**config.mk**
```make
export PLATFORM = sky130hd
export DESIGN_NAME = triangle_max_path_sum
export DESIGN_NICKNAME = d
export VERILOG_FILES = /design/src/rtl/core/tmps_pkg.sv /design/src/rtl/core/tmps_ram.sv /design/src/rtl/core/tmps_pick.sv /design/src/rtl/core/triangle_max_path_sum.sv
export SDC_FILE = /design/constraint.sdc
export NUM_CORES = 2
export LEC_CHECK = 0
export BUFFER_PORTS_ARGS = -buffer_cell sky130_fd_sc_hd__buf_2
export CORE_MARGIN = 8
export CORE_UTILIZATION = 57
export DETAILED_ROUTE_END_ITERATION = 16
export GPL_TIMING_DRIVEN = 1
export PLACE_DENSITY_LB_ADDON = 0.15
export REMOVE_ABC_BUFFERS = 1
export SYNTH_ARGS = -nofsm -noshare
export SYNTH_HDL_FRONTEND = slang
export SYNTH_SLANG_ARGS = --single-unit
```
**constraint.sdc**
```tcl
create_clock -name clk_i -period 5.2 [get_ports clk_i]
set_input_delay 1.3 -clock clk_i [delete_from_list [all_inputs] [get_ports clk_i]]
set_output_delay 1.3 -clock clk_i [all_outputs]
set_load 0.1 [all_outputs]
```
**src/rtl/core/tmps_pkg.sv**
```systemverilog
package tmps_pkg;

  localparam int unsigned ENTRY_W     = 8;
  localparam int unsigned SUM_W       = 12;
  localparam int unsigned ROW_OUT_W   = 4;
  localparam int unsigned COL_OUT_W   = 4;
  localparam int unsigned RIU_W       = 5;
  localparam int unsigned APB_AW      = 3;
  localparam int unsigned APB_DW      = 32;
  localparam int unsigned IN_TDATA_W  = 8;
  localparam int unsigned OUT_TDATA_W = 24;

  localparam logic [SUM_W-1:0] SUM_MAX    = {SUM_W{1'b1}};
  localparam logic [RIU_W-1:0] ROWS_RESET = RIU_W'(15);

  // register index, taken from paddr[2]
  localparam logic REG_ROWS_IN_USE = 1'b0;

  typedef struct packed {
    logic [SUM_W-1:0] sum;
    logic             go_right;
  } pick_t;

endpackage

```
**src/rtl/core/tmps_ram.sv**
```systemverilog
module tmps_ram #(
  parameter int unsigned DEPTH = 16,
  parameter int unsigned WIDTH = 8
) (
  input  logic                     clk_i,
  input  logic                     we_i,
  input  logic [$clog2(DEPTH)-1:0] waddr_i,
  input  logic [WIDTH-1:0]         wdata_i,
  input  logic [$clog2(DEPTH)-1:0] raddr_i,
  output logic [WIDTH-1:0]         rdata_o
);

  logic [WIDTH-1:0] mem_q [DEPTH];
  logic [WIDTH-1:0] rdata_q;

  always_ff @(posedge clk_i) begin
    if (we_i) begin
      mem_q[waddr_i] <= wdata_i;
    end
    rdata_q <= mem_q[raddr_i];
  end

  assign rdata_o = rdata_q;

endmodule

```
**src/rtl/core/tmps_pick.sv**
```systemverilog
module tmps_pick (
  input  logic [tmps_pkg::SUM_W-1:0]   left_i,
  input  logic [tmps_pkg::SUM_W-1:0]   right_i,
  input  logic [tmps_pkg::ENTRY_W-1:0] entry_i,
  output tmps_pkg::pick_t              pick_o
);

  logic [tmps_pkg::SUM_W-1:0] larger;
  logic [tmps_pkg::SUM_W:0]   raw_sum;

  // tie goes to the right-hand child
  always_comb begin
    pick_o.go_right = !(left_i > right_i);
    larger          = pick_o.go_right ? right_i : left_i;
    raw_sum         = {1'b0, larger} + (tmps_pkg::SUM_W + 1)'(entry_i);
    pick_o.sum      = raw_sum[tmps_pkg::SUM_W] ? tmps_pkg::SUM_MAX
                                               : raw_sum[tmps_pkg::SUM_W-1:0];
  end

endmodule

```
**src/rtl/core/triangle_max_path_sum.sv**
```systemverilog
// Maximum top-to-bottom path sum of a number triangle. Entries arrive on the
// slave stream one per beat, row by row and left to right, until the
// triangle of rows_in_use rows (0 acts as 1, values above MAX_ROWS act as
// MAX_ROWS) is complete; while loading, one beat is taken per cycle. The
// beat that completes the triangle starts the computation and the slave side
// stays not ready until the last result has been handed to the output
// register. The bottom row is copied with a read and a write per entry,
// each upper row begins by reading row sum 0 and latching the left child
// and then reads and writes each cell; the path walk hands out each row's
// result and follows its choice bit. This order is set by the one registered
// row-sum read port and the single compare-add unit that serves every cell.
// One result beat per row follows, apex first, carrying the best total, the
// row and the column taken; tlast marks the bottom row. A tie between the
// two children takes the right one. rows_in_use may be rewritten between
// entries of a load: the count of loaded entries is kept and the computation
// starts on the first entry that takes it to or past the new entry count.
module triangle_max_path_sum #(
  parameter int unsigned MAX_ROWS = 16
) (
  input  logic                                  clk_i,
  input  logic                                  rst_ni,
  // input stream
  input  logic                                  s_axis_tvalid,
  output logic                                  s_axis_tready,
  input  logic [tmps_pkg::IN_TDATA_W-1:0]       s_axis_tdata,  // [7:0] entry_value
  // result stream
  output logic                                  m_axis_tvalid,
  input  logic                                  m_axis_tready,
  // [11:0] best_total, [15:12] path_row, [19:16] path_column, [23:20] zero
  output logic [tmps_pkg::OUT_TDATA_W-1:0]      m_axis_tdata,
  output logic                                  m_axis_tlast,  // path_last
  // register port
  input  logic                                  psel,
  input  logic                                  penable,
  input  logic                                  pwrite,
  input  logic [tmps_pkg::APB_AW-1:0]           paddr,
  input  logic [tmps_pkg::APB_DW-1:0]           pwdata,
  output logic [tmps_pkg::APB_DW-1:0]           prdata,
  output logic                                  pready
);

  localparam int unsigned CELLS  = MAX_ROWS * (MAX_ROWS + 1) / 2;
  localparam int unsigned CELL_W = $clog2(CELLS);
  localparam int unsigned CNT_W  = $clog2(CELLS + 1);
  localparam int unsigned IDX_W  = $clog2(MAX_ROWS);
  localparam int unsigned NR_W   = $clog2(MAX_ROWS + 1);

  localparam int unsigned ENTRY_W = tmps_pkg::ENTRY_W;
  localparam int unsigned SUM_W   = tmps_pkg::SUM_W;
  localparam int unsigned RIU_W   = tmps_pkg::RIU_W;

  typedef enum logic [3:0] {
    S_LOAD,       // taking entries
    S_COPY_RD,    // bottom row: read entry
    S_COPY_WR,    // bottom row: write row sum
    S_ROW_START,  // read row sum 0
    S_ROW_LEFT,   // latch left child of cell 0
    S_CELL_RD,    // read right child and own entry
    S_CELL_WR,    // compare, add, write back
    S_WALK_OUT,   // hand one result to the output register
    S_WALK_STEP   // follow the choice bit
  } state_e;

  // ---------------------------------------------------------------- registers
  state_e                  state_q, state_d;
  logic [CNT_W-1:0]        load_cnt_q, load_cnt_d;
  logic [RIU_W-1:0]        rows_q, rows_d;
  logic                    out_valid_q, out_valid_d;

  logic [NR_W-1:0]         n_q, n_d;          // active rows of this run
  logic [IDX_W-1:0]        r_q, r_d;          // row counter
  logic [IDX_W-1:0]        c_q, c_d;          // cell counter, column on the walk
  logic [CELL_W-1:0]       base_q, base_d;    // first cell of the row at work
  logic [SUM_W-1:0]        total_q, total_d;  // best sum at the apex
  logic [SUM_W-1:0]        prev_q, prev_d;    // old sum of the left child

  logic [SUM_W-1:0]                 out_total_q, out_total_d;
  logic [tmps_pkg::ROW_OUT_W-1:0]   out_row_q, out_row_d;
  logic [tmps_pkg::COL_OUT_W-1:0]   out_col_q, out_col_d;
  logic                             out_last_q, out_last_d;

  // ---------------------------------------------------------------- memories
  logic                ent_we;
  logic [CELL_W-1:0]   ent_waddr, ent_raddr;
  logic [ENTRY_W-1:0]  ent_rdata;

  logic                best_we;
  logic [IDX_W-1:0]    best_waddr, best_raddr;
  logic [SUM_W-1:0]    best_wdata, best_rdata;

  logic                ch_we;
  logic [CELL_W-1:0]   ch_waddr, ch_raddr;
  logic                ch_rdata;

  tmps_pkg::pick_t     pick;

  tmps_ram #(.DEPTH(CELLS), .WIDTH(ENTRY_W)) u_entry_store (
    .clk_i   (clk_i),
    .we_i    (ent_we),
    .waddr_i (ent_waddr),
    .wdata_i (s_axis_tdata[ENTRY_W-1:0]),
    .raddr_i (ent_raddr),
    .rdata_o (ent_rdata)
  );

  tmps_ram #(.DEPTH(MAX_ROWS), .WIDTH(SUM_W)) u_row_sums (
    .clk_i   (clk_i),
    .we_i    (best_we),
    .waddr_i (best_waddr),
    .wdata_i (best_wdata),
    .raddr_i (best_raddr),
    .rdata_o (best_rdata)
  );

  tmps_ram #(.DEPTH(CELLS), .WIDTH(1)) u_choices (
    .clk_i   (clk_i),
    .we_i    (ch_we),
    .waddr_i (ch_waddr),
    .wdata_i (pick.go_right),
    .raddr_i (ch_raddr),
    .rdata_o (ch_rdata)
  );

  // ---------------------------------------------------------------- shared unit
  tmps_pick u_pick (
    .left_i  (prev_q),
    .right_i (best_rdata),
    .entry_i (ent_rdata),
    .pick_o  (pick)
  );

  // ---------------------------------------------------------------- row count
  logic [NR_W-1:0]     n_act;
  logic [2*NR_W-1:0]   tri_prod;
  logic [CNT_W-1:0]    cell_total;
  logic [CNT_W-1:0]    cnt_inc;

  always_comb begin
    if (rows_q == '0) begin
      n_act = NR_W'(1);
    end else if ({1'b0, rows_q} > (RIU_W + 1)'(MAX_ROWS)) begin
      n_act = NR_W'(MAX_ROWS);
    end else begin
      n_act = NR_W'(rows_q);
    end
    tri_prod   = (2 * NR_W)'(n_act) * ((2 * NR_W)'(n_act) + (2 * NR_W)'(1));
    cell_total = CNT_W'(tri_prod >> 1);
    cnt_inc    = load_cnt_q + CNT_W'(1);
  end

  // ---------------------------------------------------------------- register port
  logic cfg_write;

  assign pready    = 1'b1;
  assign cfg_write = psel && penable && pwrite &&
                     (paddr[tmps_pkg::APB_AW-1] == tmps_pkg::REG_ROWS_IN_USE);
  assign prdata    = (paddr[tmps_pkg::APB_AW-1] == tmps_pkg::REG_ROWS_IN_USE)
                     ? tmps_pkg::APB_DW'(rows_q) : '0;

  // ---------------------------------------------------------------- sequencer
  logic out_free;

  assign out_free      = !out_valid_q || m_axis_tready;
  assign s_axis_tready = (state_q == S_LOAD);

  always_comb begin
    state_d     = state_q;
    load_cnt_d  = load_cnt_q;
    rows_d      = cfg_write ? pwdata[RIU_W-1:0] : rows_q;
    out_valid_d = (out_valid_q && m_axis_tready) ? 1'b0 : out_valid_q;
    n_d         = n_q;
    r_d         = r_q;
    c_d         = c_q;
    base_d      = base_q;
    total_d     = total_q;
    prev_d      = prev_q;
    out_total_d = out_total_q;
    out_row_d   = out_row_q;
    out_col_d   = out_col_q;
    out_last_d  = out_last_q;

    ent_we     = 1'b0;
    ent_waddr  = load_cnt_q[CELL_W-1:0];
    ent_raddr  = base_q + CELL_W'(c_q);
    best_we    = 1'b0;
    best_waddr = c_q;
    best_wdata = pick.sum;
    best_raddr = c_q + IDX_W'(1);
    ch_we      = 1'b0;
    ch_waddr   = base_q + CELL_W'(c_q);
    ch_raddr   = base_q + CELL_W'(c_q);

    case (state_q)
      S_LOAD: begin
        if (s_axis_tvalid) begin
          ent_we = 1'b1;
          if (cnt_inc >= cell_total) begin
            load_cnt_d = '0;
            n_d        = n_act;
            base_d     = CELL_W'(cell_total - CNT_W'(n_act));
            c_d        = '0;
            state_d    = S_COPY_RD;
          end else begin
            load_cnt_d = cnt_inc;
          end
        end
      end

      S_COPY_RD: begin
        state_d = S_COPY_WR;
      end

      S_COPY_WR: begin
        best_we    = 1'b1;
        best_wdata = SUM_W'(ent_rdata);
        if (c_q == '0) begin
          total_d = SUM_W'(ent_rdata);
        end
        if ((NR_W'(c_q) + NR_W'(1)) == n_q) begin
          if (n_q == NR_W'(1)) begin
            r_d     = '0;
            c_d     = '0;
            base_d  = '0;
            state_d = S_WALK_OUT;
          end else begin
            r_d     = IDX_W'(n_q - NR_W'(1));
            base_d  = base_q - CELL_W'(n_q - NR_W'(1));
            state_d = S_ROW_START;
          end
        end else begin
          c_d     = c_q + IDX_W'(1);
          state_d = S_COPY_RD;
        end
      end

      S_ROW_START: begin
        best_raddr = '0;
        c_d        = '0;
        state_d    = S_ROW_LEFT;
      end

      S_ROW_LEFT: begin
        prev_d  = best_rdata;
        state_d = S_CELL_RD;
      end

      S_CELL_RD: begin
        state_d = S_CELL_WR;
      end

      S_CELL_WR: begin
        best_we = 1'b1;
        ch_we   = 1'b1;
        prev_d  = best_rdata;
        if (c_q == '0) begin
          total_d = pick.sum;
        end
        if ((c_q + IDX_W'(1)) == r_q) begin
          if (r_q == IDX_W'(1)) begin
            r_d     = '0;
            c_d     = '0;
            base_d  = '0;
            state_d = S_WALK_OUT;
          end else begin
            r_d     = r_q - IDX_W'(1);
            base_d  = base_q - CELL_W'(r_q - IDX_W'(1));
            state_d = S_ROW_START;
          end
        end else begin
          c_d     = c_q + IDX_W'(1);
          state_d = S_CELL_RD;
        end
      end

      S_WALK_OUT: begin
        if (out_free) begin
          out_valid_d = 1'b1;
          out_total_d = total_q;
          out_row_d   = tmps_pkg::ROW_OUT_W'(r_q);
          out_col_d   = tmps_pkg::COL_OUT_W'(c_q);
          out_last_d  = (NR_W'(r_q) + NR_W'(1)) == n_q;
          state_d     = ((NR_W'(r_q) + NR_W'(1)) == n_q) ? S_LOAD : S_WALK_STEP;
        end
      end

      S_WALK_STEP: begin
        c_d     = c_q + IDX_W'(ch_rdata);
        base_d  = base_q + CELL_W'(r_q) + CELL_W'(1);
        r_d     = r_q + IDX_W'(1);
        state_d = S_WALK_OUT;
      end

      default: begin
        state_d = S_LOAD;
      end
    endcase
  end

  // sequencer state, datapath and output register
  always_ff @(posedge clk_i or negedge rst_ni) begin
    if (!rst_ni) begin
      state_q     <= S_LOAD;
      load_cnt_q  <= '0;
      rows_q      <= tmps_pkg::ROWS_RESET;
      out_valid_q <= 1'b0;
      n_q         <= '0;
      r_q         <= '0;
      c_q         <= '0;
      base_q      <= '0;
      total_q     <= '0;
      prev_q      <= '0;
      out_total_q <= '0;
      out_row_q   <= '0;
      out_col_q   <= '0;
      out_last_q  <= 1'b0;
    end else begin
      state_q     <= state_d;
      load_cnt_q  <= load_cnt_d;
      rows_q      <= rows_d;
      out_valid_q <= out_valid_d;
      n_q         <= n_d;
      r_q         <= r_d;
      c_q         <= c_d;
      base_q      <= base_d;
      total_q     <= total_d;
      prev_q      <= prev_d;
      out_total_q <= out_total_d;
      out_row_q   <= out_row_d;
      out_col_q   <= out_col_d;
      out_last_q  <= out_last_d;
    end
  end

  assign m_axis_tvalid = out_valid_q;
  assign m_axis_tlast  = out_last_q;
  assign m_axis_tdata  = {4'b0, out_col_q, out_row_q, out_total_q};

  // ---------------------------------------------------------------- checks
  // the load count never leaves the entry store
  assert property (@(posedge clk_i) disable iff (!rst_ni)
    (CNT_W + 1)'(load_cnt_q) < (CNT_W + 1)'(CELLS))
    else $error("load count beyond entry store");

  // a cell of the upper row always has a right child in the row below
  assert property (@(posedge clk_i) disable iff (!rst_ni)
    (state_q == S_CELL_RD || state_q == S_CELL_WR) |-> (c_q < r_q))
    else $error("cell index past row end");

  // the walk never leaves the triangle
  assert property (@(posedge clk_i) disable iff (!rst_ni)
    (state_q == S_WALK_OUT || state_q == S_WALK_STEP) |-> (c_q <= r_q))
    else $error("path column beyond row");

  // the last result of a run belongs to the bottom row
  assert property (@(posedge clk_i) disable iff (!rst_ni)
    (state_q == S_WALK_OUT && out_free &&
     (NR_W'(r_q) + NR_W'(1)) == n_q) |=> (out_valid_q && out_last_q && s_axis_tready))
    else $error("bottom row result not flagged");

endmodule

```
# --- Word-level counts from Yosys, hierarchy flattened ---
# Memories as Yosys holds them, arrays and structs flattened. A register that Yosys moved wholly into a read port is not among the register bits.
# Cells that the tools add are included.
op_classes:
  n_mux: 52
  n_mul: 1
  add_sub_neg: 18
  n_reduce_logical: 24
  n_eq_ne: 22
  magnitude_cmp: 3
  bitwise_logic: 1
ops:
  columns: ["operator", "n"]
  rows:
  - ["4-bit 2-to-1 mux", 17]
  - ["12-bit 2-to-1 mux", 5]
  - ["8-bit 2-to-1 mux", 7]
  - ["4-bit case mux with 9 select lines", 1]
  - ["8-bit case mux with 4 select lines", 1]
  - ["12-bit case mux with 2 select lines", 1]
  - ["4-bit case mux with 5 select lines", 1]
  - ["8-bit by 1-bit adder with 8-bit output (second input constant)", 2]
  - ["8-bit by 4-bit adder with 8-bit output", 2]
  - ["4-bit by 3-bit equality test with 1-bit output (second input constant)", 4]
  - ["8-bit subtractor", 2]
  - ["5-bit 2-to-1 mux", 3]
  - ["12-bit by 8-bit adder with 13-bit output", 1]
  - ["1-bit 2-to-1 mux", 13]
  - ["12-bit > comparator", 1]
  - ["2-bit inequality test (second input constant)", 6]
  - ["4-bit case mux with 3 select lines", 1]
  - ["3-bit AND reduction", 4]
  - ["4-bit by 1-bit adder with 5-bit output (second input constant)", 2]
  - ["5-bit equality test", 2]
  - ["5-bit AND reduction", 2]
  - ["5-bit by 6-bit multiplier with 9-bit output", 1]
  - ["4-bit by 1-bit adder with 4-bit output (second input constant)", 2]
  - ["4-bit by 1-bit equality test with 1-bit output (second input constant)", 2]
  - ["other kinds (27)", 38]
totals:
  ff_bits: 84
  ram_bits: 1416
  n_memories: 3
  in_bits: 50
  out_inout_bits: 60
  elab_cells: 138
memory_table:
  columns: ["name", "depth", "word_bits", "read_ports", "rd_ports_with_merged_regs", "wr", "line", "rtl"]
  rows:
  - ["u_entry_store.mem_q", 136, 8, 1, 1, 1, "tmps_ram.sv:13", "logic [WIDTH-1:0] mem_q [DEPTH];"]
  - ["u_row_sums.mem_q", 16, 12, 1, 1, 1, "tmps_ram.sv:13", null]
  - ["u_choices.mem_q", 136, 1, 1, 1, 1, "tmps_ram.sv:13", null]

# --- Longest topological paths before layout ---
logic_depth:
  ltp_word: 9
  depth_mapped: 28
  ltp_nobuf: 27

# --- By module ---
# A second synthesis with hierarchy kept.
unflattened:
  cells_unflattened: 3968
  hier_area_um2: 65210.0
modules_own_cells:
  columns: ["module", "cells_per_inst", "area_each_um2", "seq_area_each_um2", "n_inst"]
  rows:
  - ["tmps_ram at u_entry_store", 2254, 43356.6, 32831.5, 1]
  - ["tmps_ram at u_row_sums", 329, 7599.8, 6005.8, 1]
  - ["triangle_max_path_sum", 773, 7020.5, 2107.0, 1]
  - ["tmps_ram at u_choices", 476, 6266.0, 4103.9, 1]
  - ["tmps_pick", 136, 967.2, 0.0, 1]

# --- Worst setup path after synthesis ---
# Ideal clock, no wire load.
synth_timing:
  path_type: "reg-to-reg"
  from: "register rows_q[3]"
  to: "register base_q[1]"
  synth_period_minus_slack_ns: 5.761
  arrival_ns: 5.632
  n_path_buf: 1
  slack_ns: -0.561
  stages_incl_launch_ff: 28
  required_time_ns: 5.071
  setup_ns: 0.129
  path_cell_list: "dfstp_2 nor3_1 nor2_1 nor2_1 ha_1 inv_1 ha_1 and2_1 fa_1 fa_1 inv_1 fa_1 inv_1 ha_1 o21a_1 o31ai_1 a21oi_1 nor2_1 xor2_1 ha_1 nor2b_1 a41oi_1 o21ai_0 o311ai_0 a21oi_4 buf_6 nor2_1 a21oi_2"
synth_via:
  elab_chain_cells: 9
  word_cells_on_any_way: 13
  classes_between: "2 x add/sub; 1 x mul; 2 x order compare; 1 x eq/ne; 5 x mux; 2 x reduce/logical"
synth_rtl:
  columns: ["element", "line", "rtl"]
  rows:
  - ["start, declared", "triangle_max_path_sum.sv:67", "logic [RIU_W-1:0] rows_q, rows_d;"]
  - ["start signal, assigned", "triangle_max_path_sum.sv:304", "rows_q <= tmps_pkg::ROWS_RESET;"]
  - ["start signal, assigned", "triangle_max_path_sum.sv:319", "rows_q <= rows_d;"]
  - ["5-bit > comparator", "triangle_max_path_sum.sv:141", "end else if ({1'b0, rows_q} > (RIU_W + 1)'(MAX_ROWS)) begin"]
  - ["5-bit 2-to-1 mux", "triangle_max_path_sum.sv:141", null]
  - ["5-bit 2-to-1 mux *", "triangle_max_path_sum.sv:139", "if (rows_q == '0) begin"]
  - ["net n_act[0]", "triangle_max_path_sum.sv:133", "logic [NR_W-1:0] n_act;"]
  - ["5-bit by 1-bit adder with 6-bit output", "triangle_max_path_sum.sv:146", "tri_prod = (2 * NR_W)'(n_act) * ((2 * NR_W)'(n_act) + (2 * NR_W)'(1));"]
  - ["5-bit by 6-bit multiplier with 9-bit output", "triangle_max_path_sum.sv:146", null]
  - ["8-bit by 5-bit subtractor with 8-bit output", "triangle_max_path_sum.sv:200", "base_d = CELL_W'(cell_total - CNT_W'(n_act));"]
  - ["8-bit 2-to-1 mux", "triangle_max_path_sum.sv:197", "if (cnt_inc >= cell_total) begin"]
  - ["8-bit 2-to-1 mux", "triangle_max_path_sum.sv:195", "if (s_axis_tvalid) begin"]
  - ["8-bit case mux with 4 select lines", "triangle_max_path_sum.sv:193", "case (state_q)"]
  - ["end signal, assigned", "triangle_max_path_sum.sv:324", "base_q <= base_d;"]
  - ["end, declared", "triangle_max_path_sum.sv:73", "logic [CELL_W-1:0] base_q, base_d;"]
# Mark *: on every way through the listed nets, which the timed path passes. The rest lies on a longest branch. The select of a mux whose other input is x is not followed.
# A chain may end at the register's enable or synchronous reset.

# --- Final worst setup path ---
layout_timing:
  from: "register rows_q[1]"
  to: "register c_q[3], in the netlist best_waddr[3]"
layout_via:
  elab_chain_cells: 8
  word_cells_on_any_way: 9
  classes_between: "1 x add/sub; 1 x mul; 2 x order compare; 1 x eq/ne; 2 x mux; 2 x reduce/logical"
layout_rtl:
  columns: ["element", "line", "rtl"]
  rows:
  - ["5-bit > comparator", "triangle_max_path_sum.sv:141", null]
  - ["5-bit 2-to-1 mux", "triangle_max_path_sum.sv:141", null]
  - ["5-bit 2-to-1 mux *", "triangle_max_path_sum.sv:139", null]
  - ["net n_act[0]", "triangle_max_path_sum.sv:133", null]
  - ["5-bit by 1-bit adder with 6-bit output", "triangle_max_path_sum.sv:146", null]
  - ["5-bit by 6-bit multiplier with 9-bit output *", "triangle_max_path_sum.sv:146", null]
  - ["8-bit greater-or-equal comparator *", "triangle_max_path_sum.sv:197", null]
  - ["2-bit by 1-bit inequality test with 1-bit output (no line) *", null, null]
  - ["5-bit AND reduction (no line) *", null, null]
  - ["end signal, assigned", "triangle_max_path_sum.sv:308", "c_q <= '0;"]
  - ["end signal, assigned", "triangle_max_path_sum.sv:323", "c_q <= c_d;"]
  - ["end, declared", "triangle_max_path_sum.sv:72", "logic [IDX_W-1:0] c_q, c_d;"]
# Mark *: on every way through the listed nets, which the timed path passes. The rest lies on a longest branch.

==> results.ini <==
[layout]
drive_gt1_frac=0.247
fin_nets=4164
fin_cells=5630
final_common_cell=edfxtp_1
post-route-util=0.650
final_cell_mix=edfxtp_1 (1416), nor2_1 (367), mux4_2 (362), nand2_1 (290), buf_4 (240)
syn_to_final_growth_pct=13.5

[timing]
hold_ws_ns=0.478
period_needed_ns=5.55
slew_headroom=0.174
skew_ns=0.0415
period_share=1.07
setup_viol=26
rsz0062_at_grt=true
final_max_slew_viol_count=0
worst_pin_slew_ns=1.24
setup_tns_ns=-5.38
worst_slack_ns=-0.352
fmax_mhz=180
finalHoldViolCount=0

[synthesis]
mappedNetlistArea_mm2=0.0642
synth_edf_count=1416
synth_flop_cell=edfxtp_1
yosysUniqueCellTypes=84
syn_avg_cell_area_um2=17.1
ys_ff_latch=1521
synthCells=3750
synth-seq-area-share=0.702
ys_async_sr_fraction=0.0552
yosysWarnings=0

[critical_path]
r2r_slack_ns=-0.35
timing.rr.end=best_waddr[3]$_DFFE_PN0P_
crit_top_cell=fa_1
crit_required_ns=5.85
path_class=reg -> reg
start_kind=register
arrival_ns=6.20
r2r_start=rows_q[1]$_DFFE_PN1P_
critPathMaxFanout=4
cp_slowest_cell=dfstp_2
rr_worst_depth=27
end_kind=register
crit_path_max_incr_delay_ns=0.57

[global_route]
overflow=0
antenna_found_initial=0
grt_max_degree=137
grt_first_pass_wirelength_um=228000
grt_usage=0.249
grt_pass1_vias=34597

[detailed_routing]
wl_per_cell_um=27.2
drtPass1Iterations=8
dr_total_vias=34759
drtAntennaViolNets=0
drtIter0Drc=3629
avgViaCountPerCell=6.17
drc_errors=0
totalWireLength_um=153000

[die]
core.rowCount=123
initial_utilization=0.573
die_w_um=352
fp.dieH_um=352
dieArea_mm2=0.124
core_mm2=0.112
io_pins=110

[clocking]
worstSkewPairLatency_ns=0.78
cts.sinks=1521
cts-hold-fix-buffers=0
clkTransAtPathRegs_ns=0.06
cts_tree=done
cts_root_buffer=clkbuf_16
cts_made_buffers=154
htree_levels=4
clock_path_buffers=3

[place]
dp_cells=5342
gp_congestion=0.834
io_buffers=48
place_hpwl_um=98000
pre_cts_ws_ns=-0.545

[pwr]
p_per_area_mw_per_mm2=708
leakagePower_nw=24.5
vdd_ir_drop_max_mv=0.722

[run_status]
status=complete, but fails checks
violations=setup timing

[flow_run]
max-cap-violations=0

[hold_path]
hp-start=total_q[11]$_DFFE_PN0P_
min_path_cells=2
hp-class=reg -> reg
hold_end=total_q[11]$_DFFE_PN0P_

## report_power, final
part	switching, mW	total, mW	internal, mW
logic	14.6	24.9	10.3
registers	0.563	16.0	15.4
clock network	4.58	10.7	6.12
## layer usage
metal | routed length, µm | up-vias | global-route usage
li1 | - | 15159 | -
met1 | 61700 | 17932 | 0.341
met2 | 75700 | 1390 | 0.410
met3 | 10800 | 278 | 0.0473
met4 | 4770 | 0 | 0.0772
met5 | 0 | - | 0
## cell type report
cell class	instances	area (µm²)
well taps	1500	1880
multi-input cells	1955	18300
fillers	7754	39200
repair buffers	306	2490
clock inverters	69	624
inverters	71	268
clock buffers	207	4260
flip-flops and latches	1521	45100
diodes	1	2.50
## per-stage QoR
stage          total power [mW]  area, µm²
2_1_floorplan              28.1      63200
3_3_place_gp               40.6      67600
3_5_place_dp               40.8      67600
4_1_cts                    51.8      72700
5_1_grt                    54.0      72800
6_report                   51.6      72800
## timing repair
item	in CTS	in global routing
pin swaps	26	21
setup buffers	7	4
resized for setup	59	23
endpoints found under the setup margin	26	26
gates cloned	1	0
## how the worst max path moves through the flow
stage                                         start                        endpoint  slack (ns)  depth (start not counted)
final                         rows_q[1]$_DFFE_PN1P_       best_waddr[3]$_DFFE_PN0P_       -0.35                         27
after global routing          rows_q[1]$_DFFE_PN1P_       best_waddr[0]$_DFFE_PN0P_       -0.62                         27
after CTS                     rows_q[1]$_DFFE_PN1P_           base_q[1]$_DFFE_PN0P_       -0.34                         28
after detailed placement      rows_q[1]$_DFFE_PN1P_           base_q[1]$_DFFE_PN0P_       -0.54                         28
after global placement        rows_q[1]$_DFFE_PN1P_           base_q[1]$_DFFE_PN0P_       -0.54                         28
after floorplan           best_waddr[0]$_DFFE_PN0P_  u_choices.mem_q[121]$_DFFE_PP_      -10.74                          3
## cells in the mapped netlist (all sizes together), types with 49 or more instances
| master | count | share of area |
|---|---|---|
| buf | 118 | 0.011 |
| xnor2 | 49 | 0.0069 |
| nand2 | 294 | 0.017 |
| mux4 | 362 | 0.13 |
| inv | 70 | 0.0041 |
| edfxtp | 1416 | 0.66 |
| ha | 90 | 0.018 |
| a211oi | 53 | 0.0062 |
| dfrtp | 80 | 0.031 |
| clkbuf | 118 | 0.0069 |
| nor2 | 380 | 0.022 |
| a21oi | 78 | 0.0065 |
| nand3 | 71 | 0.0055 |
| o21ai | 64 | 0.0050 |
| mux2i | 68 | 0.011 |
## critical path: cells and delay by family (launching register included)
family | cells | cell delay (ns)
DFF | 1 | 0.57
xor gates and xnor gates | 1 | 0.22
adders and majority gates | 7 | 2.39
buffers and inverters | 4 | 0.34
AOI/OAI and AO/OA | 9 | 1.35
and+or+nand+nor | 6 | 0.56
## registers in the layout, indices dropped and copies added (netlist names)
register / count
r_q: 4
base_q: 8
u_entry_store.mem_q: 1088
u_choices.rdata_o: 1
state_q: 4
rows_q: 5
u_entry_store.rdata_o: 8
out_row_q: 4
prev_q: 12
total_q: 12
u_row_sums.mem_q: 192
out_total_q: 12
n_q: 5
m_axis_tlast: 1
u_choices.mem_q: 136
u_row_sums.rdata_o: 12
ent_waddr: 8
out_col_q: 4
best_waddr: 4
m_axis_tvalid: 1
## cell families after synthesis
family                     count (synthesis)  synth area share
muxes                                    476             0.146
DFF                                     1521             0.702
and+or+nand+nor                          902            0.0607
AOI/OAI and AO/OA                        365            0.0374
other                                      2          0.000117
buffers and inverters                    307            0.0221
xor gates and xnor gates                  72            0.0102
adders and majority gates                105            0.0222
(Power assumes the default switching activity.)
